### src/design/y2r_pkg.sv
// y2r_pkg: shared types, constants and chroma term function for the yuyv to rgb565 converter
// no dependencies
`default_nettype none

package y2r_pkg;

  localparam int BYTE_W  = 8;
  localparam int PIX_W   = 16;
  localparam int TERM_W  = 10;
  localparam int SUM_W   = 11;

  localparam int CHROMA_MID = 128;
  localparam int CHAN_MAX   = 255;
  localparam int COEF_RV    = 1402;
  localparam int COEF_GU    = 344;
  localparam int COEF_GV    = 714;
  localparam int COEF_BU    = 1772;
  localparam int COEF_SCALE = 1000;

  // x / 1000 == (x * ceil(2^28 / 1000)) >> 28 for every x up to 128 * 1772
  localparam int RECIP_SHIFT = 28;
  localparam int RECIP       = ((2 ** RECIP_SHIFT) + COEF_SCALE - 1) / COEF_SCALE;
  localparam int KC_W        = 29;
  localparam int PROD_W      = BYTE_W + KC_W;

  localparam logic [KC_W-1:0] KC_RV = KC_W'(COEF_RV * RECIP);
  localparam logic [KC_W-1:0] KC_GU = KC_W'(COEF_GU * RECIP);
  localparam logic [KC_W-1:0] KC_GV = KC_W'(COEF_GV * RECIP);
  localparam logic [KC_W-1:0] KC_BU = KC_W'(COEF_BU * RECIP);

  typedef logic signed [TERM_W-1:0] term_t;

  typedef struct packed {
    term_t red;
    term_t green;
    term_t blue;
  } chroma_terms_t;

  // signed offset times coefficient over 1000, truncated toward zero
  function automatic term_t chroma_term(input logic [BYTE_W-1:0] code,
                                        input logic [KC_W-1:0] kc,
                                        input logic flip);
    logic signed [BYTE_W:0] off;
    logic [BYTE_W-1:0]      mag;
    logic [PROD_W-1:0]      prod;
    logic [BYTE_W-1:0]      q;
    off = $signed({1'b0, code}) - $signed((BYTE_W+1)'(CHROMA_MID));
    if (flip) begin
      off = -off;
    end
    mag  = off[BYTE_W] ? BYTE_W'(-off) : off[BYTE_W-1:0];
    prod = PROD_W'(mag) * PROD_W'(kc);
    q    = prod[RECIP_SHIFT +: BYTE_W];
    return off[BYTE_W] ? -$signed(TERM_W'(q)) : $signed(TERM_W'(q));
  endfunction

endpackage

`default_nettype wire

### src/design/yuyv_to_rgb565_converter.sv
// yuyv_to_rgb565_converter: top level, shared chroma stage, two pixel lanes, output merge
// depends on y2r_pkg, y2r_chroma, y2r_lane
// path: an accepted word is held in the chroma stage registers, then in the output registers that drive the out_ ports
// throughput: one word per cycle, busy stays low; two registered stages (chroma, output)
// reset: synchronous active-low rst_n clears the stage valid and out_strobe
// the receiver cannot stall: each result shows for exactly one cycle
`default_nettype none

module yuyv_to_rgb565_converter (
  input  wire logic                        clk,
  input  wire logic                        rst_n,
  input  wire logic                        start,
  output logic                             busy,
  input  wire logic [y2r_pkg::BYTE_W-1:0]  in_luma_first,
  input  wire logic [y2r_pkg::BYTE_W-1:0]  in_chroma_blue,
  input  wire logic [y2r_pkg::BYTE_W-1:0]  in_luma_second,
  input  wire logic [y2r_pkg::BYTE_W-1:0]  in_chroma_red,
  input  wire logic                        in_frame_end,
  output logic                             out_strobe,
  output logic [y2r_pkg::PIX_W-1:0]        out_pixel_first,
  output logic [y2r_pkg::PIX_W-1:0]        out_pixel_second,
  output logic                             out_frame_end_out
);

  logic                        accept;
  logic                        s1_valid_r;
  logic [y2r_pkg::BYTE_W-1:0]  s1_luma0_r;
  logic [y2r_pkg::BYTE_W-1:0]  s1_luma1_r;
  logic                        s1_fe_r;
  y2r_pkg::chroma_terms_t      s1_terms;
  logic [y2r_pkg::PIX_W-1:0]   lane_pix0;
  logic [y2r_pkg::PIX_W-1:0]   lane_pix1;
  logic                        out_strobe_r;
  logic [y2r_pkg::PIX_W-1:0]   out_pix0_r;
  logic [y2r_pkg::PIX_W-1:0]   out_pix1_r;
  logic                        out_fe_r;

  assign busy   = 1'b0;
  assign accept = start && !busy;

  y2r_chroma u_chroma (
    .clk         (clk),
    .chroma_blue (in_chroma_blue),
    .chroma_red  (in_chroma_red),
    .terms       (s1_terms)
  );

  always_ff @(posedge clk) begin
    if (!rst_n) begin
      s1_valid_r <= 1'b0;
    end else begin
      s1_valid_r <= accept;
    end
  end

  always_ff @(posedge clk) begin
    s1_luma0_r <= in_luma_first;
    s1_luma1_r <= in_luma_second;
    s1_fe_r    <= in_frame_end;
  end

  y2r_lane u_lane0 (
    .luma  (s1_luma0_r),
    .terms (s1_terms),
    .pixel (lane_pix0)
  );

  y2r_lane u_lane1 (
    .luma  (s1_luma1_r),
    .terms (s1_terms),
    .pixel (lane_pix1)
  );

  // merge both lanes into one result word
  always_ff @(posedge clk) begin
    if (!rst_n) begin
      out_strobe_r <= 1'b0;
    end else begin
      out_strobe_r <= s1_valid_r;
    end
  end

  always_ff @(posedge clk) begin
    out_pix0_r <= lane_pix0;
    out_pix1_r <= lane_pix1;
    out_fe_r   <= s1_fe_r;
  end

  assign out_strobe        = out_strobe_r;
  assign out_pixel_first   = out_pix0_r;
  assign out_pixel_second  = out_pix1_r;
  assign out_frame_end_out = out_fe_r;

  a_accept_to_strobe: assert property (@(posedge clk) disable iff (!rst_n)
    accept |=> ##1 out_strobe)
    else $error("accepted word produced no result");

  a_strobe_has_source: assert property (@(posedge clk) disable iff (!rst_n)
    out_strobe |-> $past(accept, 2))
    else $error("result without accepted word");

  a_frame_end_passes: assert property (@(posedge clk) disable iff (!rst_n)
    out_strobe |-> (out_frame_end_out == $past(in_frame_end, 2)))
    else $error("frame end mark mismatch");

endmodule

`default_nettype wire

### src/design/y2r_chroma.sv
// y2r_chroma: shared chroma stage, computes the red, green and blue terms from U and V
// depends on y2r_pkg
`default_nettype none

module y2r_chroma (
  input  wire logic                          clk,
  input  wire logic [y2r_pkg::BYTE_W-1:0]    chroma_blue,
  input  wire logic [y2r_pkg::BYTE_W-1:0]    chroma_red,
  output y2r_pkg::chroma_terms_t             terms
);

  y2r_pkg::chroma_terms_t terms_r;
  y2r_pkg::chroma_terms_t terms_nxt;

  always_comb begin
    terms_nxt.red   = y2r_pkg::chroma_term(chroma_red, y2r_pkg::KC_RV, 1'b0);
    terms_nxt.green = y2r_pkg::chroma_term(chroma_blue, y2r_pkg::KC_GU, 1'b1) +
                      y2r_pkg::chroma_term(chroma_red, y2r_pkg::KC_GV, 1'b1);
    terms_nxt.blue  = y2r_pkg::chroma_term(chroma_blue, y2r_pkg::KC_BU, 1'b0);
  end

  always_ff @(posedge clk) begin
    terms_r <= terms_nxt;
  end

  assign terms = terms_r;

endmodule

`default_nettype wire

### src/design/y2r_lane.sv
// y2r_lane: one pixel lane, adds luma to the chroma terms, clamps and packs 5-6-5
// depends on y2r_pkg
`default_nettype none

module y2r_lane (
  input  wire logic [y2r_pkg::BYTE_W-1:0] luma,
  input  wire y2r_pkg::chroma_terms_t     terms,
  output logic [y2r_pkg::PIX_W-1:0]       pixel
);

  logic [y2r_pkg::BYTE_W-1:0] r_ch;
  logic [y2r_pkg::BYTE_W-1:0] g_ch;
  logic [y2r_pkg::BYTE_W-1:0] b_ch;

  function automatic logic [y2r_pkg::BYTE_W-1:0] clamp_sum(
      input logic [y2r_pkg::BYTE_W-1:0] y, input y2r_pkg::term_t t);
    logic signed [y2r_pkg::SUM_W-1:0] s;
    logic [y2r_pkg::BYTE_W-1:0]       c;
    s = $signed(y2r_pkg::SUM_W'(y)) + y2r_pkg::SUM_W'(t);
    if (s[y2r_pkg::SUM_W-1]) begin
      c = '0;
    end else if (s > $signed(y2r_pkg::SUM_W'(y2r_pkg::CHAN_MAX))) begin
      c = y2r_pkg::BYTE_W'(y2r_pkg::CHAN_MAX);
    end else begin
      c = s[y2r_pkg::BYTE_W-1:0];
    end
    return c;
  endfunction

  always_comb begin
    r_ch  = clamp_sum(luma, terms.red);
    g_ch  = clamp_sum(luma, terms.green);
    b_ch  = clamp_sum(luma, terms.blue);
    pixel = {r_ch[7:3], g_ch[7:2], b_ch[7:3]};
  end

endmodule

`default_nettype wire
### config.mk
export PLATFORM = sky130hd
export DESIGN_NAME = yuyv_to_rgb565_converter
export DESIGN_NICKNAME = d
export VERILOG_FILES = /design/src/design/y2r_pkg.sv /design/src/design/yuyv_to_rgb565_converter.sv /design/src/design/y2r_chroma.sv /design/src/design/y2r_lane.sv
export SDC_FILE = /design/constraint.sdc
export NUM_CORES = 1
export LEC_CHECK = 0
export BUFFER_PORTS_ARGS = -buffer_cell sky130_fd_sc_hd__buf_2
export CORE_MARGIN = 1
export CORE_UTILIZATION = 65
export CTS_CLUSTER_DIAMETER = 30
export DETAILED_ROUTE_END_ITERATION = 8
export PLACE_DENSITY = 0.93
export SLEW_MARGIN = 20
export SYNTH_ARGS = -nofsm -noshare
export SYNTH_HDL_FRONTEND = slang
export SYNTH_SLANG_ARGS = --single-unit
### constraint.sdc
create_clock -name clk -period 29.8 [get_ports clk]
set_input_delay 5.96 -clock clk [delete_from_list [all_inputs] [get_ports clk]]
set_output_delay 5.96 -clock clk [all_outputs]
set_load 0.01 [all_outputs]
After elaboration in Yosys (flattened, before gate mapping)
Index checks and enable logic that the tools add are counted.
{"block": "word_totals", "register_bits": 82, "in_bits": 36, "out_inout_bits": 35, "elab_cells": 58}
{"block": "classes", "n_addsub": 17, "multipliers": 4, "magnitude_cmp": 6, "mux": 14}
{"op": "$mux 8", "n": 12}
{"op": "$add 9x10->11", "n": 6}
{"op": "$gt 11x9->1 const B", "n": 6}
{"op": "$mul 8x25->33 const B", "n": 1}
{"op": "$mul 8x26->33 const B", "n": 1}
{"op": "$mul 8x25->32 const B", "n": 1}
{"op": "$mul 8x22->30 const B", "n": 1}
{"op": "$neg 8->10", "n": 3}
{"op": "$mux 10", "n": 2}
{"op": "$neg 9->9", "n": 2}
{"op": "$sub 8x8->9 const B", "n": 2}
{"op": "$neg 8->8", "n": 2}
{"op": "$add 10x10->10", "n": 1}
{"op": "$neg 7->10", "n": 1}

Depth between registers and ports, before layout
{"block": "logic_depth", "word_depth": 8, "depth_mapped": 39, "depth_no_buf": 38}

Cells and area by module
A second synthesis with hierarchy kept.
{"block": "hier_totals", "cells_unflattened": 1705, "hier_area_um2": 15342.2}
{"module": "y2r_chroma", "n_inst": 1, "cells_each": 1290, "area_per_inst_um2": 11603.6, "seq_area_each_um2": 600.6}
{"module": "y2r_lane (u_lane1)", "n_inst": 1, "cells_each": 193, "area_per_inst_um2": 1430.1, "seq_area_each_um2": 0.0}
{"module": "y2r_lane (u_lane0)", "n_inst": 1, "cells_each": 166, "area_per_inst_um2": 1243.7, "seq_area_each_um2": 0.0}
{"module": "yuyv_to_rgb565_converter", "n_inst": 1, "cells_each": 56, "area_per_inst_um2": 1064.8, "seq_area_each_um2": 1041.0}

Least setup slack after synthesis
OpenSTA, ideal clock, no wires.
{"block": "synth_timing", "path_type": "input port to flip-flop", "startpoint": "input in_chroma_red[0] in the netlist's numbering", "endpoint": "register u_chroma.terms_r (netlist bit u_chroma.terms[19])", "setup_time_ns": 0.120, "arrival_time_ns": 13.720, "required_time_ns": 29.680, "slack_ns": 15.959, "stages": 35, "path_buffers": 1, "cell_sequence": "clkbuf_1 > inv_1 > ha_1 > or3b_2 > o21ai_1 > nor2_1 > xnor2_1 > ha_1 > fa_1 > inv_1 > fa_1 > fa_1 > inv_1 > ha_1 > nand4_1 > nor4b_1 > o21ai_0 > and3b_1 > inv_1 > a21oi_1 > xnor2_1 > inv_1 > ha_1 > nand2_1 > o21ai_0 > ha_1 > a21o_1 > a21oi_1 > o21bai_1 > a21oi_1 > o21ai_0 > a21o_1 > a21oi_1 > xor2_1 > xnor2_1"}
{"item": "start: declaration", "line": "yuyv_to_rgb565_converter.sv:17", "text": "input wire logic [y2r_pkg::BYTE_W-1:0] in_chroma_red,"}
{"item": "end signal: assignment", "line": "y2r_chroma.sv:23", "text": "terms_r <= terms_nxt;"}
{"item": "end: declaration", "line": "y2r_chroma.sv:12", "text": "y2r_pkg::chroma_terms_t terms_r;"}

==> results by group <==
Status
  – Status: completed

Clock tree
  – Clk buf depth: 2
  – H-tree levels: 3
  – Post-CTS Hold Buffers: 0
  – Worst-path clk slew: 60 ps
  – CTS tree: built
  – Sink Count: 82
  – Num CTS Buffers: 9
  – Post-CTS sizing: 0
  – Postcts setup bufs: 0
  – Clock insertion delay at the later pin of the skew report: 340 ps
  – Clock tree root buffer cell: clkbuf_16

Worst hold path
  – Hold Path Class: flop to flop

Logic synthesis
  – Seq/Total Area, Yosys: 11.1%
  – Cells after Synth: 1,632
  – Commonest register cell after synthesis: dfxtp_1
  – Mapped Avg Cell Area: 9.08 um^2
  – Net Count, Synth: 2,154
  – FF+latch count, synth: 82
  – Total number of yosys warnings: 0
  – Post-synthesis cell area: 0.0148 mm^2
  – Post-synth EDFFs: 0
  – Async SR Flop Fraction: 0%
  – Distinct cells, synth: 78

Floorplanning
  – Die Footprint: 0.0234 mm^2
  – Die width: 153 um
  – Starting density of the core: 67.1%
  – Die H: 153 um
  – Io pins: 71
  – Rows: 54
  – Core area: 0.0221 mm^2

Setup path
  – Critical path's largest stage delay: 600 ps
  – Startpoint types: primary input
  – Crit path kind: primary input to flop
  – CP Launch Point: in_chroma_red[0]
  – Reg2reg path depth: 12
  – Worst path required time: 30,020 ps
  – Critical path peak fanout: 20
  – Worst EP arrival: 15,180 ps
  – FF-to-FF setup slack: 26,680 ps
  – CP max-delay cell: o21ai_1
  – CP endpoint kind: flop
  – Capturing point of the worst reg2reg path: out_pixel_first[5]$_SDFF_PN0_
  – Critical path capture point: u_chroma.terms[19]$_DFF_P_
  – Worst reg2reg startpoint: s1_luma0_r[1]$_DFF_P_

Layout
  – Area growth from synthesis to layout: 6.24%
  – Fin nets: 2,211
  – Share of cells above drive strength 1: 6.73%
  – N_diodes: 0
  – Most frequent cells in the layout: ha_1, inv_1, fa_1, a21oi_1
  – Filler cells: 1,449
  – Commonest non-fill, non-tap cell in the layout: ha_1

Timing
  – Setup violators final: 0
  – RSZ-0062 raised after global routing: no
  – Final worst path period need: 14,950 ps
  – Slew of the pin with the lowest slew margin: 989 ps
  – Final Hold Vio Count: 0
  – Fin crit share: 50.2%
  – Fmax: 66.9 MHz
  – Setup TNS: 0 ps
  – Slew headroom: 32.2%
  – Max-slew violation count: 0
  – Worst Skew: 5.41 ps

Placed design
  – Port Buffers: 69
  – Detailed Place HPWL: 28,700 um
  – Gpl congestion: 0.964

Drt
  – Vias/cell: 6.16
  – Drt wl/cell: 17.8 um
  – DR iter-0 viols: 761
  – Antenna viol nets, final: 0
  – Post-Route WL: 35,100 um
  – Detailed Routing Iterations Pass 1: 6
  – Vias: 12,168
  – DR DRC count: 0

Global route
  – First-pass GRT wire length: 60,100 um
  – Largest net degree at the start of global routing: 24
  – Initial antenna violation count: 0
  – Grt total ovfl: 0
  – Gr usage total: 31.2%
  – Vias in the first global route: 12,952

Run
  – Maxcap violations: 0
final cells by class:
class                      instances  area (um^2)  area share [%]
clock buffer                      12          246            1.56
clock inverter                     4         98.8           0.627
inverter                         303         1140            7.22
multi-input combinational       1224        11900            75.8
sequential                        82         1640            10.4
tap                              280          350            2.22
timing repair buffer              69          345            2.19
per-stage QoR:
| step | util (%) | hold WS, ps | worst slack, ps | cells | cell area (um^2) |
|---|---|---|---|---|---|
| 2_1_floorplan | - | 310 | 15960 | 1632 | 14800 |
| 5_1_grt | 71.3 | 334 | 14220 | 1974 | 15800 |
| 3_5_place_dp | 69.7 | 320 | 14640 | 1958 | 15400 |
| 6_report | 71.3 | 328 | 14850 | 1974 | 15800 |
| 4_1_cts | 71.3 | 332 | 14930 | 1974 | 15800 |
| 3_3_place_gp | 69.7 | 319 | 15140 | 1958 | 15400 |
per-layer routing:
| layer | share of wire, % | global-route usage [%] | vias to the layer above | wire length, um |
|---|---|---|---|---|
| met2 | 50 | 56.5 | 538 | 17600 |
| met5 | 0 | 0 | - | 0 |
| met4 | 3.3 | 12.2 | 0 | 1160 |
| met3 | 6.3 | 4.34 | 126 | 2200 |
| li1 | - | - | 5634 | - |
| met1 | 40 | 37.1 | 5870 | 14100 |
worst max-delay path, delay by kind of cell:
family,cells,cell delay [ps]
compound gates,11,2320
buf+inv,6,1180
fa+ha+maj,8,3220
simple gates,6,1610
xor+xnor,4,880
how the worst min path moves through the flow:
stage | from | to | slack (ps) | cells after the start
after detailed placement | s1_fe_r$_DFF_P_ | out_frame_end_out$_DFF_P_ | 320 | 0
after floorplan | s1_fe_r$_DFF_P_ | out_frame_end_out$_DFF_P_ | 310 | 0
after CTS | s1_fe_r$_DFF_P_ | out_frame_end_out$_DFF_P_ | 330 | 0
after global routing | s1_fe_r$_DFF_P_ | out_frame_end_out$_DFF_P_ | 330 | 0
final | s1_fe_r$_DFF_P_ | out_frame_end_out$_DFF_P_ | 330 | 0
after global placement | s1_fe_r$_DFF_P_ | out_frame_end_out$_DFF_P_ | 320 | 0
cell families after synthesis:
family,count (synthesis),share of synthesized area [%]
mux,9,0.675
buf+inv,326,8.45
simple gates,274,9.50
xor+xnor,128,7.61
compound gates,326,14.7
other cells,1,0.0253
fa+ha+maj,486,48.0
flops,82,11.1
flip-flops by register name, indices dropped and copies added, names as in the netlist:
register	count
out_pixel_second	16
s1_luma1_r	8
out_strobe	1
out_pixel_first	16
s1_luma0_r	8
out_frame_end_out	1
s1_valid_r	1
s1_fe_r	1
u_chroma.terms	30
cells in the mapped netlist, drive strengths merged, types with 4 or more instances:
cell       n  area, um^2
xor2      46         410
nand4      7        43.8
o21bai    25         188
nor4b      4        35.0
a31oi      8        56.3
o21a      45         338
o31ai      6        45.0
a21oi     98         490
mux2i      7        70.1
nand3     25         125
and3       4        25.0
nor3      26         141
nor2      73         274
o21ai     55         283
nor4      11        90.1
a21o      27         210
dfxtp     82        1640
nor2b     16         100
ha       348        4350
nand2     57         214
xnor2     82         718
a211oi     8        60.1
clkbuf    12        45.0
buf       11        70.1
or3        5        31.3
nor3b      7        52.6
inv      303        1140
o2111ai    5        43.8
and2       6        37.5
nand2b     9        56.3
or4        5        37.5
o211ai    11        92.6
o22ai      4        25.0
a41oi      4        42.6
a211o      4        35.0
fa       138        2760
or2        9        56.3
Power is not shown: default switching activity piles up to over one toggle a cycle in this logic, so the estimate is an artifact.
